<file path="config.mk">
export PLATFORM = sky130hd
export DESIGN_NAME = sensor_frame_decoder_unit
export DESIGN_NICKNAME = d
export VERILOG_FILES = /design/src/rtl/sfd_pkg.sv /design/src/rtl/sfd_ctrl.sv /design/src/rtl/sfd_dp.sv /design/src/rtl/sensor_frame_decoder_unit.sv
export SDC_FILE = /design/constraint.sdc
export NUM_CORES = 2
export LEC_CHECK = 0
export ABC_CLOCK_PERIOD_IN_PS = 14080
export BUFFER_PORTS_ARGS = -buffer_cell sky130_fd_sc_hd__buf_2
export CAP_MARGIN = 25
export CORE_MARGIN = 5
export CORE_UTILIZATION = 41
export CTS_CLUSTER_DIAMETER = 150
export CTS_CLUSTER_SIZE = 40
export DETAILED_ROUTE_END_ITERATION = 7
export PLACE_DENSITY_LB_ADDON = 0.15
export SKIP_CTS_REPAIR_TIMING = 1
export SLEW_MARGIN = 5
export SYNTH_ARGS = -nofsm -noshare
export SYNTH_HDL_FRONTEND = slang
export SYNTH_SLANG_ARGS = --single-unit
</file>
<file path="constraint.sdc">
create_clock -name clk_i -period 14.08 [get_ports clk_i]
set_clock_uncertainty 0.2 [all_clocks]
set_input_delay 2.112 -clock clk_i [delete_from_list [all_inputs] [get_ports clk_i]]
set_output_delay 2.112 -clock clk_i [all_outputs]
set_load 0.02 [all_outputs]
</file>
<file path="src/rtl/sfd_pkg.sv">
// Shared types, constants and helpers for the sensor frame decoder.
`timescale 1ns / 1ps
package sfd_pkg;

  localparam int FRAME_BYTES = 388;
  localparam int MAX_FLOWS   = 8;
  localparam int MAX_TEMPS   = 8;

  localparam int HDR_LEN  = 32;
  localparam int FLOW_LEN = 28;
  localparam int TEMP_LEN = 16;
  localparam int CRC_LEN  = 4;
  localparam int HLD_LEN  = HDR_LEN + CRC_LEN;

  localparam logic [31:0] CRC_POLY = 32'hEDB88320;
  localparam logic [31:0] CRC_INIT = 32'hFFFFFFFF;
  localparam logic [31:0] MAGIC    = 32'h3153575A;

  localparam int CNT_W   = $clog2(FRAME_BYTES + 2);
  localparam int MEM_AW  = $clog2(FRAME_BYTES);
  localparam int REC_END = HDR_LEN + MAX_FLOWS * FLOW_LEN + MAX_TEMPS * TEMP_LEN;
  localparam int ADDR_LIM = (REC_END > FRAME_BYTES) ? REC_END : FRAME_BYTES;
  localparam int ADDR_W  = $clog2(ADDR_LIM + 1);
  localparam int LD_W    = $clog2(HLD_LEN + 1);
  localparam int BUF_N   = HLD_LEN;

  localparam logic [2:0] KIND_HEADER    = 3'd0;
  localparam logic [2:0] KIND_FLOW      = 3'd1;
  localparam logic [2:0] KIND_TEMP      = 3'd2;
  localparam logic [2:0] KIND_BAD_LEN   = 3'd3;
  localparam logic [2:0] KIND_BAD_MAGIC = 3'd4;
  localparam logic [2:0] KIND_BAD_VER   = 3'd5;
  localparam logic [2:0] KIND_BAD_CRC   = 3'd6;
  localparam logic [2:0] KIND_BAD_COUNT = 3'd7;

  typedef enum logic [1:0] {
    LD_HDR  = 2'd0,
    LD_FLOW = 2'd1,
    LD_TEMP = 2'd2
  } ld_kind_e;

  typedef enum logic [6:0] {
    S_IDLE     = 7'b0000001,
    S_HDR_LD   = 7'b0000010,
    S_CHECK    = 7'b0000100,
    S_FLOW_LD  = 7'b0001000,
    S_FLOW_OUT = 7'b0010000,
    S_TEMP_LD  = 7'b0100000,
    S_TEMP_OUT = 7'b1000000
  } state_e;

  typedef struct packed {
    logic [7:0] frame_byte;
    logic       frame_end;
  } in_t;

  typedef struct packed {
    logic [2:0]  result_kind;
    logic [4:0]  record_index;
    logic [63:0] wide_a;
    logic [63:0] wide_b;
    logic [31:0] mid_a;
    logic [31:0] mid_b;
    logic [31:0] mid_c;
    logic [15:0] half_a;
    logic [15:0] half_b;
    logic [7:0]  small_a;
    logic [7:0]  small_b;
    logic        last_result;
  } out_t;

  typedef struct packed {
    logic       ld_go;
    ld_kind_e   ld_kind;
    logic [4:0] ld_rec;
    logic       emit;
    logic [2:0] out_kind;
    logic [4:0] out_rec;
    logic       out_last;
  } cmd_t;

  typedef struct packed {
    logic       ld_done;
    logic [2:0] chk_kind;
    logic [7:0] nflows;
    logic [7:0] ntemps;
  } sts_t;

  // Reflected CRC-32 over one byte.
  function automatic logic [31:0] crc_byte(logic [31:0] crc, logic [7:0] b);
    logic [31:0] c;
    c = crc ^ {24'd0, b};
    for (int i = 0; i < 8; i++) begin
      c = (c >> 1) ^ (CRC_POLY & {32{c[0]}});
    end
    return c;
  endfunction

endpackage

</file>
<file path="src/rtl/sfd_ctrl.sv">
// Sequencer that walks checks, header and records after each frame.
`timescale 1ns / 1ps
module sfd_ctrl
  import sfd_pkg::*;
(
  input  logic clk_i,
  input  logic rst_ni,
  input  logic frame_done_i,
  input  sts_t sts_i,
  output cmd_t cmd_o,
  output logic busy_o
);

  state_e     state_q, state_d;
  logic [4:0] rec_q, rec_d;
  logic [7:0] nf_q, nf_d, nt_q, nt_d;
  logic [7:0] rec_nxt;

  assign rec_nxt = {3'd0, rec_q} + 8'd1;
  assign busy_o  = (state_q != S_IDLE);

  always_comb begin
    state_d = state_q;
    rec_d   = rec_q;
    nf_d    = nf_q;
    nt_d    = nt_q;
    cmd_o   = '0;
    cmd_o.ld_kind = LD_HDR;
    case (state_q)
      S_IDLE: begin
        if (frame_done_i) begin
          cmd_o.ld_go = 1'b1;
          state_d = S_HDR_LD;
        end
      end
      S_HDR_LD: begin
        if (sts_i.ld_done) state_d = S_CHECK;
      end
      S_CHECK: begin
        cmd_o.emit     = 1'b1;
        cmd_o.out_kind = sts_i.chk_kind;
        nf_d  = sts_i.nflows;
        nt_d  = sts_i.ntemps;
        rec_d = '0;
        if (sts_i.chk_kind != KIND_HEADER) begin
          cmd_o.out_last = 1'b1;
          state_d = S_IDLE;
        end else if (sts_i.nflows != 8'd0) begin
          cmd_o.ld_go   = 1'b1;
          cmd_o.ld_kind = LD_FLOW;
          state_d = S_FLOW_LD;
        end else if (sts_i.ntemps != 8'd0) begin
          cmd_o.ld_go   = 1'b1;
          cmd_o.ld_kind = LD_TEMP;
          state_d = S_TEMP_LD;
        end else begin
          cmd_o.out_last = 1'b1;
          state_d = S_IDLE;
        end
      end
      S_FLOW_LD: begin
        if (sts_i.ld_done) state_d = S_FLOW_OUT;
      end
      S_FLOW_OUT: begin
        cmd_o.emit     = 1'b1;
        cmd_o.out_kind = KIND_FLOW;
        cmd_o.out_rec  = rec_q;
        if (rec_nxt != nf_q) begin
          rec_d = rec_q + 5'd1;
          cmd_o.ld_go   = 1'b1;
          cmd_o.ld_kind = LD_FLOW;
          state_d = S_FLOW_LD;
        end else if (nt_q != 8'd0) begin
          rec_d = '0;
          cmd_o.ld_go   = 1'b1;
          cmd_o.ld_kind = LD_TEMP;
          state_d = S_TEMP_LD;
        end else begin
          cmd_o.out_last = 1'b1;
          state_d = S_IDLE;
        end
      end
      S_TEMP_LD: begin
        if (sts_i.ld_done) state_d = S_TEMP_OUT;
      end
      S_TEMP_OUT: begin
        cmd_o.emit     = 1'b1;
        cmd_o.out_kind = KIND_TEMP;
        cmd_o.out_rec  = rec_q;
        if (rec_nxt != nt_q) begin
          rec_d = rec_q + 5'd1;
          cmd_o.ld_go   = 1'b1;
          cmd_o.ld_kind = LD_TEMP;
          state_d = S_TEMP_LD;
        end else begin
          cmd_o.out_last = 1'b1;
          state_d = S_IDLE;
        end
      end
      default: state_d = S_IDLE;
    endcase
    cmd_o.ld_rec = rec_d;
  end

  always_ff @(posedge clk_i or negedge rst_ni) begin
    if (!rst_ni) begin
      state_q <= S_IDLE;
      rec_q   <= '0;
      nf_q    <= '0;
      nt_q    <= '0;
    end else begin
      state_q <= state_d;
      rec_q   <= rec_d;
      nf_q    <= nf_d;
      nt_q    <= nt_d;
    end
  end

endmodule

</file>
<file path="src/rtl/sfd_dp.sv">
// Datapath: byte count, CRC, frame memory, record loader and result register.
`timescale 1ns / 1ps
module sfd_dp
  import sfd_pkg::*;
(
  input  logic       clk_i,
  input  logic       rst_ni,
  input  logic       in_take_i,
  input  in_t        in_i,
  input  logic       cfg_take_i,
  input  logic [7:0] cfg_data_i,
  input  cmd_t       cmd_i,
  output sts_t       sts_o,
  output logic       result_valid_o,
  output out_t       result_o
);

  logic [7:0]        mem [FRAME_BYTES];
  logic [CNT_W-1:0]  cnt_q, cnt_inc;
  logic [31:0]       crc_q, crc_upd, crc_fin_q;
  logic              len_ok_q;
  logic [7:0]        major_q;

  logic              ld_act_q;
  logic [LD_W-1:0]   ld_idx_q, ld_len_q, widx_q;
  ld_kind_e          ld_kind_q;
  logic [ADDR_W-1:0] ld_base_q, base_d, raddr;
  logic              rv_q, oob_q;
  logic [7:0]        rdata_q;
  logic [BUF_N*8-1:0] rbuf_q;

  logic              res_v_q;
  out_t              res_q, res_d;

  // Input side: store, count and CRC.
  assign cnt_inc = (cnt_q < CNT_W'(FRAME_BYTES + 1)) ? cnt_q + CNT_W'(1) : cnt_q;
  assign crc_upd = (cnt_q < CNT_W'(FRAME_BYTES - CRC_LEN)) ?
                   crc_byte(crc_q, in_i.frame_byte) : crc_q;

  always_ff @(posedge clk_i) begin
    if (in_take_i && cnt_q < CNT_W'(FRAME_BYTES)) begin
      mem[cnt_q[MEM_AW-1:0]] <= in_i.frame_byte;
    end
    rdata_q <= mem[raddr[MEM_AW-1:0]];
  end

  always_ff @(posedge clk_i or negedge rst_ni) begin
    if (!rst_ni) begin
      cnt_q    <= '0;
      crc_q    <= CRC_INIT;
      major_q  <= 8'd1;
    end else begin
      if (cfg_take_i) major_q <= cfg_data_i;
      if (in_take_i) begin
        if (in_i.frame_end) begin
          cnt_q <= '0;
          crc_q <= CRC_INIT;
        end else begin
          cnt_q <= cnt_inc;
          crc_q <= crc_upd;
        end
      end
    end
  end

  // Latch the frame summary at the end mark.
  always_ff @(posedge clk_i) begin
    if (in_take_i && in_i.frame_end) begin
      len_ok_q  <= (cnt_inc == CNT_W'(FRAME_BYTES));
      crc_fin_q <= ~crc_upd;
    end
  end

  // Loader: fetch one byte a cycle into the record buffer.
  always_comb begin
    case (cmd_i.ld_kind)
      LD_FLOW: base_d = ADDR_W'(HDR_LEN) + ADDR_W'(cmd_i.ld_rec) * ADDR_W'(FLOW_LEN);
      LD_TEMP: base_d = ADDR_W'(HDR_LEN + MAX_FLOWS * FLOW_LEN)
                        + ADDR_W'(cmd_i.ld_rec) * ADDR_W'(TEMP_LEN);
      default: base_d = '0;
    endcase
    if (ld_kind_q == LD_HDR && ld_idx_q >= LD_W'(HDR_LEN)) begin
      raddr = ADDR_W'(FRAME_BYTES - HLD_LEN) + ADDR_W'(ld_idx_q);
    end else begin
      raddr = ld_base_q + ADDR_W'(ld_idx_q);
    end
  end

  always_ff @(posedge clk_i or negedge rst_ni) begin
    if (!rst_ni) begin
      ld_act_q <= 1'b0;
      rv_q     <= 1'b0;
    end else begin
      rv_q <= ld_act_q;
      if (cmd_i.ld_go) begin
        ld_act_q <= 1'b1;
      end else if (ld_act_q && ld_idx_q == ld_len_q - LD_W'(1)) begin
        ld_act_q <= 1'b0;
      end
    end
  end

  always_ff @(posedge clk_i) begin
    if (cmd_i.ld_go) begin
      ld_idx_q  <= '0;
      ld_kind_q <= cmd_i.ld_kind;
      ld_base_q <= base_d;
      case (cmd_i.ld_kind)
        LD_FLOW: ld_len_q <= LD_W'(FLOW_LEN);
        LD_TEMP: ld_len_q <= LD_W'(TEMP_LEN);
        default: ld_len_q <= LD_W'(HLD_LEN);
      endcase
    end else if (ld_act_q) begin
      ld_idx_q <= ld_idx_q + LD_W'(1);
    end
    widx_q <= ld_idx_q;
    oob_q  <= (raddr >= ADDR_W'(FRAME_BYTES));
    if (rv_q) begin
      rbuf_q[widx_q*8 +: 8] <= oob_q ? 8'd0 : rdata_q;
    end
  end

  // Frame checks over the loaded header and CRC trailer.
  always_comb begin
    sts_o.ld_done = rv_q && (widx_q == ld_len_q - LD_W'(1));
    sts_o.nflows  = rbuf_q[30*8 +: 8];
    sts_o.ntemps  = rbuf_q[31*8 +: 8];
    if (!len_ok_q || rbuf_q[6*8 +: 16] != 16'(FRAME_BYTES)) begin
      sts_o.chk_kind = KIND_BAD_LEN;
    end else if (rbuf_q[0 +: 32] != MAGIC) begin
      sts_o.chk_kind = KIND_BAD_MAGIC;
    end else if (rbuf_q[4*8 +: 8] != major_q) begin
      sts_o.chk_kind = KIND_BAD_VER;
    end else if (rbuf_q[HDR_LEN*8 +: 32] != crc_fin_q) begin
      sts_o.chk_kind = KIND_BAD_CRC;
    end else if (rbuf_q[30*8 +: 8] > 8'(MAX_FLOWS) || rbuf_q[31*8 +: 8] > 8'(MAX_TEMPS)) begin
      sts_o.chk_kind = KIND_BAD_COUNT;
    end else begin
      sts_o.chk_kind = KIND_HEADER;
    end
  end

  // Result formatting from fixed buffer offsets.
  always_comb begin
    res_d = '0;
    res_d.result_kind  = cmd_i.out_kind;
    res_d.last_result  = cmd_i.out_last;
    case (cmd_i.out_kind)
      KIND_HEADER: begin
        res_d.wide_a  = rbuf_q[20*8 +: 64];
        res_d.mid_a   = rbuf_q[8*8 +: 32];
        res_d.mid_b   = rbuf_q[12*8 +: 32];
        res_d.mid_c   = rbuf_q[16*8 +: 32];
        res_d.half_a  = rbuf_q[28*8 +: 16];
        res_d.half_b  = {8'd0, rbuf_q[31*8 +: 8]};
        res_d.small_a = rbuf_q[5*8 +: 8];
        res_d.small_b = rbuf_q[30*8 +: 8];
      end
      KIND_FLOW: begin
        res_d.record_index = cmd_i.out_rec;
        res_d.small_a = rbuf_q[0 +: 8];
        res_d.half_a  = rbuf_q[2*8 +: 16];
        res_d.wide_a  = rbuf_q[4*8 +: 64];
        res_d.wide_b  = rbuf_q[12*8 +: 64];
        res_d.mid_a   = rbuf_q[20*8 +: 32];
        res_d.mid_b   = rbuf_q[24*8 +: 32];
      end
      KIND_TEMP: begin
        res_d.record_index = cmd_i.out_rec;
        res_d.wide_a  = rbuf_q[0 +: 64];
        res_d.mid_a   = rbuf_q[8*8 +: 32];
        res_d.half_b  = rbuf_q[12*8 +: 16];
        res_d.half_a  = rbuf_q[14*8 +: 16];
      end
      default: ;
    endcase
  end

  always_ff @(posedge clk_i or negedge rst_ni) begin
    if (!rst_ni) begin
      res_v_q <= 1'b0;
    end else begin
      res_v_q <= cmd_i.emit;
    end
  end

  always_ff @(posedge clk_i) begin
    if (cmd_i.emit) res_q <= res_d;
  end

  assign result_valid_o = res_v_q;
  assign result_o       = res_q;

endmodule

</file>
<file path="src/rtl/sensor_frame_decoder_unit.sv">
// Top level of the sensor frame decoder.
`timescale 1ns / 1ps
// Bytes are taken one per cycle while busy is low; a byte without the end
// mark produces nothing and never raises busy. On the end byte the block goes
// busy, reads the 32-byte header and 4-byte CRC trailer from its frame memory
// one byte a cycle, then emits one error result, or a header result followed
// by each flow record and each temperature record. The single read port of
// the frame memory sets this byte rate. Each result is valid for exactly one
// cycle on result_valid_o and cannot be stalled; last_result marks the frame's
// final one. The configuration channel is always ready and must only be written
// while busy is low.
module sensor_frame_decoder_unit
  import sfd_pkg::*;
(
  input  logic       clk_i,
  input  logic       rst_ni,
  input  logic       start,
  output logic       busy,
  input  in_t        in_i,
  input  logic       cfg_valid_i,
  output logic       cfg_ready_o,
  input  logic [7:0] cfg_data_i,
  output logic       result_valid_o,
  output out_t       result_o
);

  cmd_t cmd;
  sts_t sts;
  logic take;

  assign take        = start && !busy;
  assign cfg_ready_o = 1'b1;

  sfd_ctrl u_ctrl (
    .clk_i        (clk_i),
    .rst_ni       (rst_ni),
    .frame_done_i (take && in_i.frame_end),
    .sts_i        (sts),
    .cmd_o        (cmd),
    .busy_o       (busy)
  );

  sfd_dp u_dp (
    .clk_i          (clk_i),
    .rst_ni         (rst_ni),
    .in_take_i      (take),
    .in_i           (in_i),
    .cfg_take_i     (cfg_valid_i && cfg_ready_o),
    .cfg_data_i     (cfg_data_i),
    .cmd_i          (cmd),
    .sts_o          (sts),
    .result_valid_o (result_valid_o),
    .result_o       (result_o)
  );

endmodule
</file>
* Word-level counts from Yosys, hierarchy flattened *
Memories as Yosys holds them, arrays and structs flattened. A register that Yosys moved wholly into a read port is not among the register bits.
Index checks and enable logic that the tools add are counted.

storage, ports and cells
  bits of input ports = 21
  word-level logic and storage cells = 165
  bits in writable memories = 3104
  output and inout bits = 284
  memories = 1
  bits in registers = 712

memories
  name      words  width  rd ports  clocked after Yosys merged registers in  wr ports  line          text
  u_dp.mem  388    8      1         1                                        1         sfd_dp.sv:18  logic [7:0] mem [FRAME_BYTES];

cells by class
  equal/unequal tests = 25
  reduce and logical (&&, ||, !) cells = 22
  bitwise gates (word level) = 10
  magnitude comparators = 7
  $mul = 1
  $add $sub $neg = 10
  multiplexer cells = 56
  shifts and indexed selects = 2

operators with widths
  cell                                                            number
  bitwise mux 288 bit                                             1
  variable shift 8 x 34 -> 288 bit (first input constant)         1
  indexed part select 8 x 34 -> 288 bit                           1
  bitwise XOR 31 x 32 -> 32 bit                                   8
  one-hot mux 64 bit (3 select lines)                             1
  one-hot mux 32 bit (2 select lines)                             2
  two-way mux 32 bit                                              2
  one-hot mux 7 bit (7 select lines)                              1
  one-hot mux 16 bit (3 select lines)                             1
  two-way mux 7 bit                                               5
  negation 9 -> 34 bit                                            1
  two-way mux 3 bit                                               11
  != test 32 x 30 -> 1 bit (second input constant)                1
  != test 32 bit                                                  1
  inverter 32 bit                                                 1
  one-hot mux 16 bit (2 select lines)                             1
  bitwise XOR 32 x 8 -> 32 bit                                    1
  two-way mux 6 bit                                               5
  less-than comparator 9 bit (second input constant)              3
  two-way mux 9 bit                                               3
  != test 8 bit                                                   3
  nonzero test 8 bit                                              3
  one-hot mux 9 bit (2 select lines)                              1
  greater-than comparator 8 x 4 -> 1 bit (second input constant)  2
  49 further kinds                                                73

* Depth between registers and ports, before layout *
  depth in word-level cells = 12
  gate-level depth with buffers = 21
  mapped depth without buffers = 21

* Hierarchy *
Synthesis repeated with hierarchy kept, for this count alone.

second synthesis, totals
  cells, all modules = 9014
  area total of the unflattened synthesis = 153061.8 um^2

modules (own cells, without submodules)
  module                     cells an instance  instances  area each (um^2)  sequential area each (um^2)
  sfd_dp                     8824               1          151213.8          113440.0
  sfd_ctrl                   186                1          1821.7            701.9
  sensor_frame_decoder_unit  4                  1          26.3              0.0

* Worst setup path before layout *
Ideal clock, no wire load.

  kind = reg2reg
  from = reg u_ctrl.state_q[3]
  to = reg u_dp.ld_base_q[8], data pin
  stages on the path, launching flop included = 19
  setup slack = 2.981 ns
  period minus slack after synthesis = 11.099 ns
  arrival time = 10.637 ns
  path through = dfrtp_1 > nor3_1 > nand2_1 > nor3b_1 > nor2_1 > nand2_1 > nand2_1 > a22oi_1 > inv_1 > fa_1 > inv_1 > fa_1 > inv_1 > a21oi_1 > nor2_1 > nor2_1 > xnor2_1 > xnor2_1 > o22ai_1

RTL lines
  what                    line             text
  from (decl)             sfd_ctrl.sv:14   state_e state_q, state_d;
  from (signal assigned)  sfd_ctrl.sv:112  state_q <= state_d;
  to (signal assigned)    sfd_dp.sv:107    ld_base_q <= base_d;
  to (decl)               sfd_dp.sv:27     logic [ADDR_W-1:0] ld_base_q, base_d, raddr;

* Final worst setup path *
  from = reg u_dp.ld_idx_q[2]
  to = reg u_dp.rdata_q[4], read port of u_dp.mem

on the way
  word-level cells in the longest chain between the ends = 3
  elaborated cells on any way between the ends = 5

RTL lines
  what                                                                          line           text
  from (decl)                                                                   sfd_dp.sv:25   logic [LD_W-1:0] ld_idx_q, ld_len_q, widx_q;
  from (signal assigned)                                                        sfd_dp.sv:114  ld_idx_q <= ld_idx_q + LD_W'(1);
  parallel branches: the longest is 2 deep, another holds adder 9 x 6 -> 9 bit  n/a
  two-way mux 9 bit *                                                           sfd_dp.sv:82   if (ld_kind_q == LD_HDR && ld_idx_q >= LD_W'(HDR_LEN)) begin
  to (decl)                                                                     sfd_dp.sv:29   logic [7:0] rdata_q;

Every way passes the cells marked *.
A chain may end at the register's enable or synchronous reset.

==> metrics.txt <==
status=finished with violations; violated checks=DRC; Synth area leader=edfxtp_1; Sw Pwr=10400 µW; synth cell count leaders=3719 x edfxtp_1, 1002 x nand2_1, 863 x nor2_1; Yosys cell types=100; largest net degree at the start of global routing=181; Non-Filler Instances=13800; CTS Sinks=3820; synth warn=0; Worst R2R Start=u_dp.ld_idx_q[2]$_SDFFE_PP0P_; GPL Wtd Cong=0.902; Ports=305; synthesis-to-finish area growth=6.77%; wire per inst=32.9 µm; CP Launch Point=u_dp.ld_idx_q[2]$_SDFFE_PP0P_; fin area=161000 µm²; row count=223; Remaining DRCs=9; DIE AREA=381000 µm²; Final Cycle Share=0.446; clock tree buffer depth=4; crit start category=register; min-delay src=u_ctrl.nf_q[6]$_DFFE_PN0P_; input/output buffers=303; GRT Resource Usage Total=0.232; Core Region=368000 µm²; layout cells sized above 1=0.153; most used cell along the critical path=buf_4; Static Leak=0.0503 µW; crit end category=register; largest cells by area after synthesis=edfxtp_1 74%, mux4_2 9.1%, nand2_1 2.5%; max_cap viols=0; vias=82200; Max Slew Vio Count=0; Post-Route Setup TNS=0 ps; DR vias/cell=5.97; clock root buffer=clkbuf_16; Worst slew margin=0.194; initial cell density of the core=0.411; via count of the first global-routing pass=81000; slowest CP cell=dfxtp_1; Async S/R FF share, synth=0.0209; Slew @ Worst Pin=1200 ps; CTS tree=done; initial antenna violation count=28; internal power=17500 µW; RSZ-0062 raised after global routing=false; DRT iter0 DRCs=10700; Post-Syn Area=151000 µm²; GRT overflow=0; Cells after DPL=13600; share of the synthesized area in the top cell type=0.739; CP max FO=58; NumNets Final=8914; Synthesized Nets=8825; Post-synth EDFFs=3719; area of placed instances=158000 µm²; clock slew at reported path FFs=150 ps; final setup fails=0; CP Cell Sequence=ha_1 > buf_4 > inv_1 > o21ai_4 > buf_4 > buf_4 > buf_4 > nand2_1 > and3_1 > a311oi_1 > nor3_1 > nor3_1 > o21ai_0 > a22oi_1; Synth Flop Type=edfxtp_1; Req. time, crit path=14790 ps; post-layout util=0.439; top-count cell post-synth=edfxtp_1; final hold viol count=0; CP Data Arrival Time=6980 ps; DRT Wirelength=453000 µm; switching power share of the total=0.373; first-pass GRT wire length=637000 µm; die width=617 µm; Tmin final=6280 ps; number of synthesized register bits=3820; Syn Inst Count=8774; power density cells=173 nW/µm²; f_max=159 MHz; DPL Wire Length=286000 µm; Min-Delay Path Class=reg -> reg; Comb pwr share=0.361; sequential fraction of the synthesis area=0.755; clk_lat worst skew=980 ps; clock share of power=0.170; DRT Pass-1 Iters=8; Die Ht=617 µm; post-route ant nets=0; Sequential Power Share=0.469; H-Tree Depth=3; Max VDD drop=0.000162 V; total CTS buffers=110; CP Class=reg -> reg; CP peak stage delay=860 ps; post-synthesis area per instance=17.2 µm²
## cells in the final DEF, fill, tap and decap left out, drive strengths merged, types with 29 or more instances in the layout
cell / instances
a222oi: 80
o22ai: 99
xor2: 38
nor3: 77
a22o: 82
mux2i: 83
edfxtp: 3719
nand4: 37
a21oi: 139
nand2: 1003
dfrtp: 46
nand3: 211
o21ai: 109
xnor2: 110
a32oi: 29
o221ai: 34
a31oi: 95
dfstp: 34
and2: 121
nor2: 864
a311oi: 58
clkbuf: 164
buf: 512
mux4: 608
and3: 76
mux2: 32
inv: 117
## state kept, by name, indices dropped and copies added (netlist names)
signal / flops
u_ctrl.nf_q: 8
u_dp.ld_base_q: 7
u_dp.widx_q: 6
u_ctrl.nt_q: 8
u_dp.major_q: 8
u_dp.rdata_q: 8
u_dp.rv_q: 1
u_dp.len_ok_q: 1
u_dp.ld_len_q: 4
u_ctrl.rec_q: 5
u_dp.rbuf_q: 288
u_dp.ld_kind_q: 2
u_dp.crc_q: 32
u_dp.result_valid_o: 1
u_dp.oob_q: 1
u_dp.ld_idx_q: 6
u_dp.cnt_q: 9
u_dp.ld_act_q: 1
u_ctrl.state_q: 7
u_dp.crc_fin_q: 32
u_dp.result_o: 281
u_dp.mem: 3104
## logic make-up after synthesis
kind of cell    after synthesis  share of synthesized area
buf+inv                     652                     0.0204
simple gates               2524                     0.0721
fa+ha+maj                    30                    0.00278
compound gates              873                     0.0419
mux                         723                     0.0986
flops                      3820                      0.755
other cells                   1                  0.0000248
xor+xnor                    151                    0.00909
## metal layers
metal,part of all wire,vias up,track usage
li1,-,34200,-
met2,0.48,3938,0.378
met4,0.037,8,0.0768
met1,0.40,43400,0.319
met3,0.082,643,0.0393
met5,0.00030,-,0.00177
## worst paths after layout
kind,end,slack (ps),cells past startpoint
setup / recovery,u_dp.rdata_q[4]$_DFF_P_,7800,14
hold / removal,u_ctrl.nf_q[6]$_DFFE_PN0P_,320,1
setup reg to reg,u_dp.rdata_q[4]$_DFF_P_,7800,14
hold reg to reg,u_ctrl.nf_q[6]$_DFFE_PN0P_,320,1
max in group asynchronous,u_ctrl.nt_q[2]$_DFFE_PN0P_,11550,2
min in group asynchronous,u_dp.result_valid_o$_DFF_PN0_,970,1
## through the flow
step                setup WS (ps)  total power [µW]  hold slack (ps)
floorplan                    2980             19100              182
global placement             7980             23300              289
detailed placement           7930             23400              297
CTS                          7980             28000              329
global route                 7790             28800              340
finish                       7800             27900              323
## critical path: cells and delay by family, from the launching register on
kind,cells,cell delay [ps]
fa+ha+maj,1,230
buf+inv,5,2260
flops,1,860
compound gates,4,1470
simple gates,4,1090
## final cells by class
| cell class | count | area [µm²] |
|---|---|---|
| Fill cell | 31900 | 207000 |
| Sequential cell | 3820 | 114000 |
| Clock buffer | 164 | 2960 |
| Clock inverter | 4 | 85.1 |
| Inverter | 117 | 439 |
| Multi-Input combinational cell | 4302 | 34200 |
| Tap cell | 4837 | 6050 |
| Timing Repair Buffer | 512 | 3530 |
| Antenna cell | 15 | 37.5 |
## power by group through the flow
| stage | clock network (µW) | registers [µW] | logic (µW) |
|---|---|---|---|
| 6_report | 4760 | 13100 | 10100 |
| 5_1_grt | 5220 | 13100 | 10500 |
| 4_1_cts | 4850 | 13100 | 10100 |
| 3_5_place_dp | 0 | 13300 | 10100 |
| 3_3_place_gp | 0 | 13300 | 10000 |
| 2_1_floorplan | 0 | 13100 | 5950 |
Power figures use the tool's default switching activity.
